**config.mk**
```make
export PLATFORM = sky130hd
export DESIGN_NAME = plasma_texture_pixel
export DESIGN_NICKNAME = d
export VERILOG_FILES = /design/src/ptp_pkg.sv /design/src/ptp_wave.sv /design/src/plasma_texture_pixel.sv
export SDC_FILE = /design/constraint.sdc
export NUM_CORES = 1
export LEC_CHECK = 0
export BUFFER_PORTS_ARGS = -buffer_cell sky130_fd_sc_hd__buf_2
export CAP_MARGIN = 20
export CELL_PAD_IN_SITES_DETAIL_PLACEMENT = 1
export CELL_PAD_IN_SITES_GLOBAL_PLACEMENT = 1
export CORE_UTILIZATION = 25
export CTS_CLUSTER_SIZE = 8
export DETAILED_ROUTE_END_ITERATION = 10
export PLACE_DENSITY = 0.48
export SYNTH_ARGS = -nofsm -noshare
export SYNTH_HDL_FRONTEND = slang
export SYNTH_SLANG_ARGS = --single-unit
```
**constraint.sdc**
```tcl
create_clock -name clock -period 4.7 [get_ports clock]
set_input_delay 0.47 -clock clock [delete_from_list [all_inputs] [get_ports clock]]
set_output_delay 0.47 -clock clock [all_outputs]
set_load 0.005 [all_outputs]
```
**src/ptp_pkg.sv**
```systemverilog
package ptp_pkg;

   localparam int COORD_W = 8;
   localparam int REP_W   = 7;
   localparam int LEVEL_W = 8;
   localparam int SINE_W  = 16;

   // coordinate times repeat count
   localparam int PROD_W = COORD_W + REP_W;

   // reciprocal for the reduction modulo the texture size (size 16 and up)
   localparam int RECIP_SHIFT = 24;
   localparam int RECIP_W     = 21;
   localparam int QUOT_W      = PROD_W + RECIP_W - RECIP_SHIFT;

   // level arithmetic: sx + sy + 65536 + 256, then drop nine bits
   localparam int SUM_W   = 19;
   localparam int LVL_SHIFT = 9;
   localparam logic [SUM_W-1:0] LVL_BIAS = SUM_W'(65792);
   localparam logic [LEVEL_W:0] LVL_MAX  = (LEVEL_W+1)'(255);

   localparam logic [REP_W-1:0] REP_MIN = REP_W'(1);
   localparam logic [REP_W-1:0] REP_MAX = REP_W'(100);

   localparam int CSR_IDX_W = 2;
   localparam logic [CSR_IDX_W-1:0] CSR_X_REPEATS = CSR_IDX_W'(0);
   localparam logic [CSR_IDX_W-1:0] CSR_Y_REPEATS = CSR_IDX_W'(1);

   localparam logic [63:0] Q30_ONE     = 64'h0000_0000_4000_0000;
   localparam logic [63:0] HALF_PI_Q30 = 64'd1686629713;

   // stage load enables handed to each wave unit
   typedef struct packed {
      logic load_prod;
      logic load_quot;
      logic load_rem;
      logic load_sine;
   } wave_ctl_type;

endpackage

```
**src/ptp_wave.sv**
```systemverilog
module ptp_wave
   import ptp_pkg::*;
#(
   parameter int N_ENTRIES = 256
) (
   input  logic                     clock,
   input  wave_ctl_type             ctl,
   input  logic [COORD_W-1:0]       coord,
   input  logic [REP_W-1:0]         repeats,
   output logic signed [SINE_W-1:0] sine
);

   localparam int IDX_W = $clog2(N_ENTRIES);
   localparam logic [RECIP_W-1:0] RECIP = RECIP_W'((64'd1 << RECIP_SHIFT) / N_ENTRIES);
   localparam logic [PROD_W-1:0]  N_PROD = PROD_W'(N_ENTRIES);
   localparam logic [IDX_W:0]     N_REM  = (IDX_W+1)'(N_ENTRIES);

   typedef logic signed [SINE_W-1:0] rom_type [N_ENTRIES];

   // sin(2*pi*i/N) in Q1.15 through the Q30 nested series
   function automatic rom_type build_rom();
      rom_type     tbl;
      logic [63:0] q, quad, r, t30, x, x2, p, s, m;
      for (int i = 0; i < N_ENTRIES; i++) begin
         q    = 64'(i) * 64'd4;
         quad = (q / N_ENTRIES) & 64'd3;
         r    = q % N_ENTRIES;
         if (quad[0]) begin
            t30 = ((64'(N_ENTRIES) - r) << 30) / N_ENTRIES;
         end else begin
            t30 = (r << 30) / N_ENTRIES;
         end
         x  = (t30 * HALF_PI_Q30) >> 30;
         x2 = (x * x) >> 30;
         p  = Q30_ONE - x2 / 110;
         p  = Q30_ONE - ((x2 * p) >> 30) / 72;
         p  = Q30_ONE - ((x2 * p) >> 30) / 42;
         p  = Q30_ONE - ((x2 * p) >> 30) / 20;
         p  = Q30_ONE - ((x2 * p) >> 30) / 6;
         s  = (x * p) >> 30;
         m  = (s + 64'd16384) >> 15;
         if (m > 64'd32767) begin
            m = 64'd32767;
         end
         if (quad[1]) begin
            tbl[i] = -$signed(SINE_W'(m));
         end else begin
            tbl[i] = $signed(SINE_W'(m));
         end
      end
      return tbl;
   endfunction

   localparam rom_type SINE_ROM = build_rom();

   logic [PROD_W-1:0]         prod_ff;
   logic [PROD_W-1:0]         prod_q_ff;
   logic [QUOT_W-1:0]         quot_ff;
   logic [PROD_W+RECIP_W-1:0] recip_prod;
   logic [PROD_W-1:0]         rem_full;
   logic [IDX_W:0]            rem_ff;
   logic [IDX_W-1:0]          rom_addr;
   logic signed [SINE_W-1:0]  sine_ff;

   // estimate of prod / N, low by at most one
   assign recip_prod = (PROD_W+RECIP_W)'(prod_ff) * (PROD_W+RECIP_W)'(RECIP);
   // remainder stays below 2N, so the low bits are exact
   assign rem_full   = prod_q_ff - PROD_W'(PROD_W'(quot_ff) * N_PROD);
   assign rom_addr   = (rem_ff >= N_REM) ? IDX_W'(rem_ff - N_REM) : IDX_W'(rem_ff);

   always_ff @(posedge clock) begin
      if (ctl.load_prod) begin
         prod_ff <= PROD_W'(coord) * PROD_W'(repeats);
      end
      if (ctl.load_quot) begin
         prod_q_ff <= prod_ff;
         quot_ff   <= recip_prod[PROD_W+RECIP_W-1:RECIP_SHIFT];
      end
      if (ctl.load_rem) begin
         rem_ff <= rem_full[IDX_W:0];
      end
      if (ctl.load_sine) begin
         sine_ff <= SINE_ROM[rom_addr];
      end
   end

   assign sine = sine_ff;

endmodule

```
**src/plasma_texture_pixel.sv**
```systemverilog
// Channel  Direction  Handshake            Payload
// req      in         req_tvalid/tready    tdata: x_coord[7:0], y_coord[15:8]
// rsp      out        rsp_tvalid/tready    tdata: level[7:0]
// csr      in         csr_valid/ready      csr_index, csr_data (repeat counts)
//
// Five register stages: product, reciprocal quotient, remainder, sine table
// read, level. A transfer enters in every cycle unless the full pipe stalls.
// Each stage holds its own valid bit and loads whenever it is empty or the
// stage after it loads, so bubbles close up under a stalled result.
// Synchronous active-high reset clears the valid bits and sets both repeat
// counts to one. The sine tables are constant and need no clearing.
module plasma_texture_pixel
   import ptp_pkg::*;
#(
   parameter int WIDTH_PIXELS  = 256,
   parameter int HEIGHT_PIXELS = 256
) (
   input  logic                 clock,
   input  logic                 reset,

   input  logic                 req_tvalid,
   output logic                 req_tready,
   input  logic [15:0]          req_tdata,   // x_coord[7:0], y_coord[15:8]

   output logic                 rsp_tvalid,
   input  logic                 rsp_tready,
   output logic [LEVEL_W-1:0]   rsp_tdata,   // level[7:0]

   input  logic                 csr_valid,
   output logic                 csr_ready,
   input  logic [CSR_IDX_W-1:0] csr_index,
   input  logic [15:0]          csr_data     // repeat count in [6:0]
);

   logic [REP_W-1:0] x_repeats_ff, x_repeats_in;
   logic [REP_W-1:0] y_repeats_ff, y_repeats_in;
   logic [REP_W-1:0] csr_sat;

   logic v1_ff, v2_ff, v3_ff, v4_ff, v5_ff;
   logic load1, load2, load3, load4, load5;
   wave_ctl_type ctl;

   logic signed [SINE_W-1:0] sine_x, sine_y;
   logic [SUM_W-1:0]         sum;
   logic [LEVEL_W:0]         level_raw;
   logic [LEVEL_W-1:0]       level_ff, level_in;

   // ---------------------------------------------------------------------
   // Configuration: always ready, saturate the count into 1..100
   // ---------------------------------------------------------------------
   assign csr_ready = 1'b1;

   always_comb begin
      if (csr_data[REP_W-1:0] < REP_MIN) begin
         csr_sat = REP_MIN;
      end else if (csr_data[REP_W-1:0] > REP_MAX) begin
         csr_sat = REP_MAX;
      end else begin
         csr_sat = csr_data[REP_W-1:0];
      end
   end

   always_comb begin
      x_repeats_in = x_repeats_ff;
      y_repeats_in = y_repeats_ff;
      if (csr_valid && csr_ready) begin
         case (csr_index)
            CSR_X_REPEATS: x_repeats_in = csr_sat;
            CSR_Y_REPEATS: y_repeats_in = csr_sat;
            default: begin
               // drop writes to unknown registers
            end
         endcase
      end
   end

   always_ff @(posedge clock) begin
      if (reset) begin
         x_repeats_ff <= REP_MIN;
         y_repeats_ff <= REP_MIN;
      end else begin
         x_repeats_ff <= x_repeats_in;
         y_repeats_ff <= y_repeats_in;
      end
   end

   // ---------------------------------------------------------------------
   // Pipeline flow control: advance a stage when empty or its successor loads
   // ---------------------------------------------------------------------
   assign load5 = !v5_ff || rsp_tready;
   assign load4 = !v4_ff || load5;
   assign load3 = !v3_ff || load4;
   assign load2 = !v2_ff || load3;
   assign load1 = !v1_ff || load2;

   assign req_tready = load1;

   assign ctl.load_prod = load1;
   assign ctl.load_quot = load2;
   assign ctl.load_rem  = load3;
   assign ctl.load_sine = load4;

   always_ff @(posedge clock) begin
      if (reset) begin
         v1_ff <= 1'b0;
         v2_ff <= 1'b0;
         v3_ff <= 1'b0;
         v4_ff <= 1'b0;
         v5_ff <= 1'b0;
      end else begin
         if (load1) v1_ff <= req_tvalid;
         if (load2) v2_ff <= v1_ff;
         if (load3) v3_ff <= v2_ff;
         if (load4) v4_ff <= v3_ff;
         if (load5) v5_ff <= v4_ff;
      end
   end

   // ---------------------------------------------------------------------
   // One wave per axis: reduce the scaled coordinate, look up the sine
   // ---------------------------------------------------------------------
   ptp_wave #(
      .N_ENTRIES (WIDTH_PIXELS)
   ) u_wave_x (
      .clock   (clock),
      .ctl     (ctl),
      .coord   (req_tdata[COORD_W-1:0]),
      .repeats (x_repeats_ff),
      .sine    (sine_x)
   );

   ptp_wave #(
      .N_ENTRIES (HEIGHT_PIXELS)
   ) u_wave_y (
      .clock   (clock),
      .ctl     (ctl),
      .coord   (req_tdata[2*COORD_W-1:COORD_W]),
      .repeats (y_repeats_ff),
      .sine    (sine_y)
   );

   // ---------------------------------------------------------------------
   // Level: average the two waves around mid grey, round half up, clamp
   // ---------------------------------------------------------------------
   assign sum       = SUM_W'(sine_x) + SUM_W'(sine_y) + LVL_BIAS;
   assign level_raw = sum[LVL_SHIFT+LEVEL_W:LVL_SHIFT];
   assign level_in  = (level_raw > LVL_MAX) ? LVL_MAX[LEVEL_W-1:0]
                                            : level_raw[LEVEL_W-1:0];

   always_ff @(posedge clock) begin
      if (load5) begin
         level_ff <= level_in;
      end
   end

   assign rsp_tvalid = v5_ff;
   assign rsp_tdata  = level_ff;

   // ---------------------------------------------------------------------
   // Checks
   // ---------------------------------------------------------------------
   a_x_rep_range : assert property (@(posedge clock) disable iff (reset)
      (x_repeats_ff >= REP_MIN) && (x_repeats_ff <= REP_MAX))
      else $error("x repeat count out of range");

   a_y_rep_range : assert property (@(posedge clock) disable iff (reset)
      (y_repeats_ff >= REP_MIN) && (y_repeats_ff <= REP_MAX))
      else $error("y repeat count out of range");

   a_full_stall : assert property (@(posedge clock) disable iff (reset)
      (rsp_tvalid && !rsp_tready && v4_ff && v3_ff && v2_ff && v1_ff) |-> !req_tready)
      else $error("input taken while every stage is full and stalled");

   a_reset_empty : assert property (@(posedge clock)
      $past(reset) |-> !rsp_tvalid)
      else $error("result offered straight after reset");

endmodule

```
==> reports/qor.yml <==
critical_path:
  path_class: "reg -> reg"
  critPathBufInv: 1
  crit_family: "compound AO/OA/AOI/OAI gates"
  critPathMaxFanout: 25
  worstPathArrival_ps: 4220
  cp_cell_sequence: "buf_4, ha_1, nor2b_1, o21ai_0, a21oi_1, a2111oi_0, a21oi_1, o21a_1"
  end_kind: "register"
  max_stage_delay_ps: 900
  start_kind: "register"
  crit_slowest_cell: "a2111oi_0"
  cp_data_required_time_ps: 4800
  crit_top_cell: "a21oi_1"
final_layout:
  final_cells: 2715
  drive_above_1_share_pct: 8.55
  final_core_util_pct: 27.1
  diodes: 0
  synthToLayoutAreaGrowth_pct: 6.96
  nNetsFinal: 2090
min_path:
  hold_path_class: "in -> reg"
die:
  core_area_mm2: 0.0591
  start_util_pct: 25.3
  dieHeight_um: 247
  dieArea_mm2: 0.0609
  rows: 89
  die_w_um: 247
  num_io_pins: 50
flow_run:
  cap_violations: 0
clocking:
  clock_latency_ps: 380
  cts.htree.levels: 3
  clock-root-buffer: "clkbuf_16"
  cts_setup_buffers: 0
  cts_resized: 0
  clkTransAtPathRegs_ps: 90
  cts_buffer_depth: 2
  holdBufCountCts: 0
  cts_tree: "built"
  cts_num_sinks: 107
  cts_made_buffers: 9
synth:
  synth-async-reset-ratio_pct: 0
  synth_common_cells: "208 x nand2_1, 201 x a21oi_1, 161 x nor2_1"
  post-synth-top-count-cell: "nand2_1"
  synth-seq-cells: 107
  yosysTopAreaCellShare_pct: 17.6
  syn_inst: 2019
  yosysWarnings: 0
  synth_edf_count: 88
  synthesis.nets: 2172
  synth_top_cell_by_area: "edfxtp_1"
  synthTopCellsByArea: "edfxtp_1 18%, ha_1 7.5%, a21oi_1 6.7%"
  seq_area_frac_synth_pct: 20.2
  syn_avg_cell_area_um2: 7.42
  syn_area_mm2: 0.0150
  yosysUniqueCellTypes: 91
  synthFlopType: "edfxtp_1"
power:
  finalPower_mw: 7.32
  power_density_mw_per_mm2: 457
  peakVddDrop_mv: 0.199
  leakagePower_nw: 5.88
sta:
  fmax_mhz: 242
  rsz0062_at_grt: "false"
  fin_crit_sh_pct: 87.8
  period_minus_slack_ps: 4130
  finalHoldViolCount: 0
  tightest_slew_ps: 1080
  slew_headroom_pct: 27.8
  maxSlewViolCount: 0
  whs_ps: 365
  setup_tns_ps: 0
  clock_skew_ps: 19.2
  setup_viol: 0
run_status:
  violations: "DRC"
  status: "finished, violations left"
detailed_routing:
  firstDrtPassIters: 8
  postRouteWirelength_um: 75500
  vias: 16800
  drtAntennaViolNets: 0
  drc: 4
  avgViaCountPerCell: 6.17
  wire_per_inst_um: 27.8
  dr.first_iter.drc_count: 1915
global_route:
  grt_max_degree: 172
  use_met2_pct: 38.4
  grt_pass1_wl_um: 113000
  use_met3_pct: 4.15
  grt_usage_pct: 24.6
  grt-busiest-layer: "met2"
  grt_use_met1_pct: 32.5
  grt_pass1_vias: 16900
  antenna_found_initial: 2
  overflow: 0
placement:
  placed_cells: 2699
  place_congestion: 0.977
  hpwl_um: 53500
  io_buffers: 39
-- worst reg2reg max path, delay by kind of cell (launching register included) --
family | cells | cell delay, ps
buf+inv | 1 | 370
simple gates | 1 | 300
compound gates | 5 | 2150
fa+ha+maj | 1 | 670
flops | 1 | 350
-- layout by cell type (no fill, tap or decap), drive strengths merged, types with 12 or more instances in the layout --
cell,n
a211oi,42
a21o,17
a21oi,203
a221oi,17
a311o,12
a311oi,21
a31oi,42
and2,54
buf,106
dfxtp,19
edfxtp,88
fa,24
ha,90
inv,59
nand2,212
nand2b,53
nand3,72
nor2,161
nor2b,49
nor3,77
o211ai,40
o21ai,159
o221ai,12
o311ai,25
o31ai,23
or2,16
xnor2,21
xor2,14
-- layer usage --
layer / part of all wire, % / vias to the layer above / routed length, um
li1: - / 7362 / -
met1: 43 / 8332 / 32600
met2: 44 / 830 / 33400
met3: 7.3 / 232 / 5500
met4: 5.3 / 4 / 4030
met5: 0.040 / - / 30
-- flip-flops by register name, summed over array words and instances (netlist names), 7 cells and up --
register,count
u_wave_y.prod_q_ff,8
rsp_tdata,8
u_wave_x.rem_ff,8
u_wave_x.prod_ff,8
u_wave_y.rem_ff,8
u_wave_x.sine,16
u_wave_y.sine,16
u_wave_y.prod_ff,8
y_repeats_ff,7
x_repeats_ff,7
u_wave_x.prod_q_ff,8
-- final timing paths --
kind / start / endpoint / slack (ps) / depth (start not counted)
min reg2reg: u_wave_y.prod_q_ff[5] / u_wave_y.rem_ff[5] / 420 / 0
max: u_wave_x.rem_ff[0] / u_wave_x.sine[3] / 570 / 8
max reg2reg: u_wave_x.rem_ff[0] / u_wave_x.sine[3] / 570 / 8
min: csr_data[5] / x_repeats_ff[5] / 360 / 3
-- report_power, final --
group / leakage, nW / internal [mW] / switching, mW / total (mW)
logic: 4.63 / 1.66 / 3.28 / 4.93
clock network: 0.154 / 0.389 / 0.430 / 0.818
registers: 1.10 / 1.42 / 0.152 / 1.57
-- metrics by stage --
stage,worst slack [ps],cell area (um^2)
2_1_floorplan,1130,15000
3_3_place_gp,754,15700
3_5_place_dp,788,15700
4_1_cts,920,16000
5_1_grt,699,16000
6_report,574,16000
-- final cells by class --
type                       instances  area (um^2)
clock buffer                       9          225
tap                              773          967
multi-input combinational       1656        10700
sequential                       107         3020
clock inverter                     7         93.8
timing repair buffer             106          773
fill                            7131        43100
inverter                          57          214
-- cells by family (layout without fill, tap and decap cells) --
kind of cell	after synthesis	count (layout)	synth area share [%]
adders and majority gates	114	114	10.7
muxes	21	21	2.29
and+or+nand+nor	751	751	24.3
xor gates and xnor gates	35	35	2.05
DFF	107	107	20.2
AOI/OAI and AO/OA	734	734	32.2
buffers and inverters	256	179	8.21
other	1	1	0.0250
(Power assumes the default switching activity.)
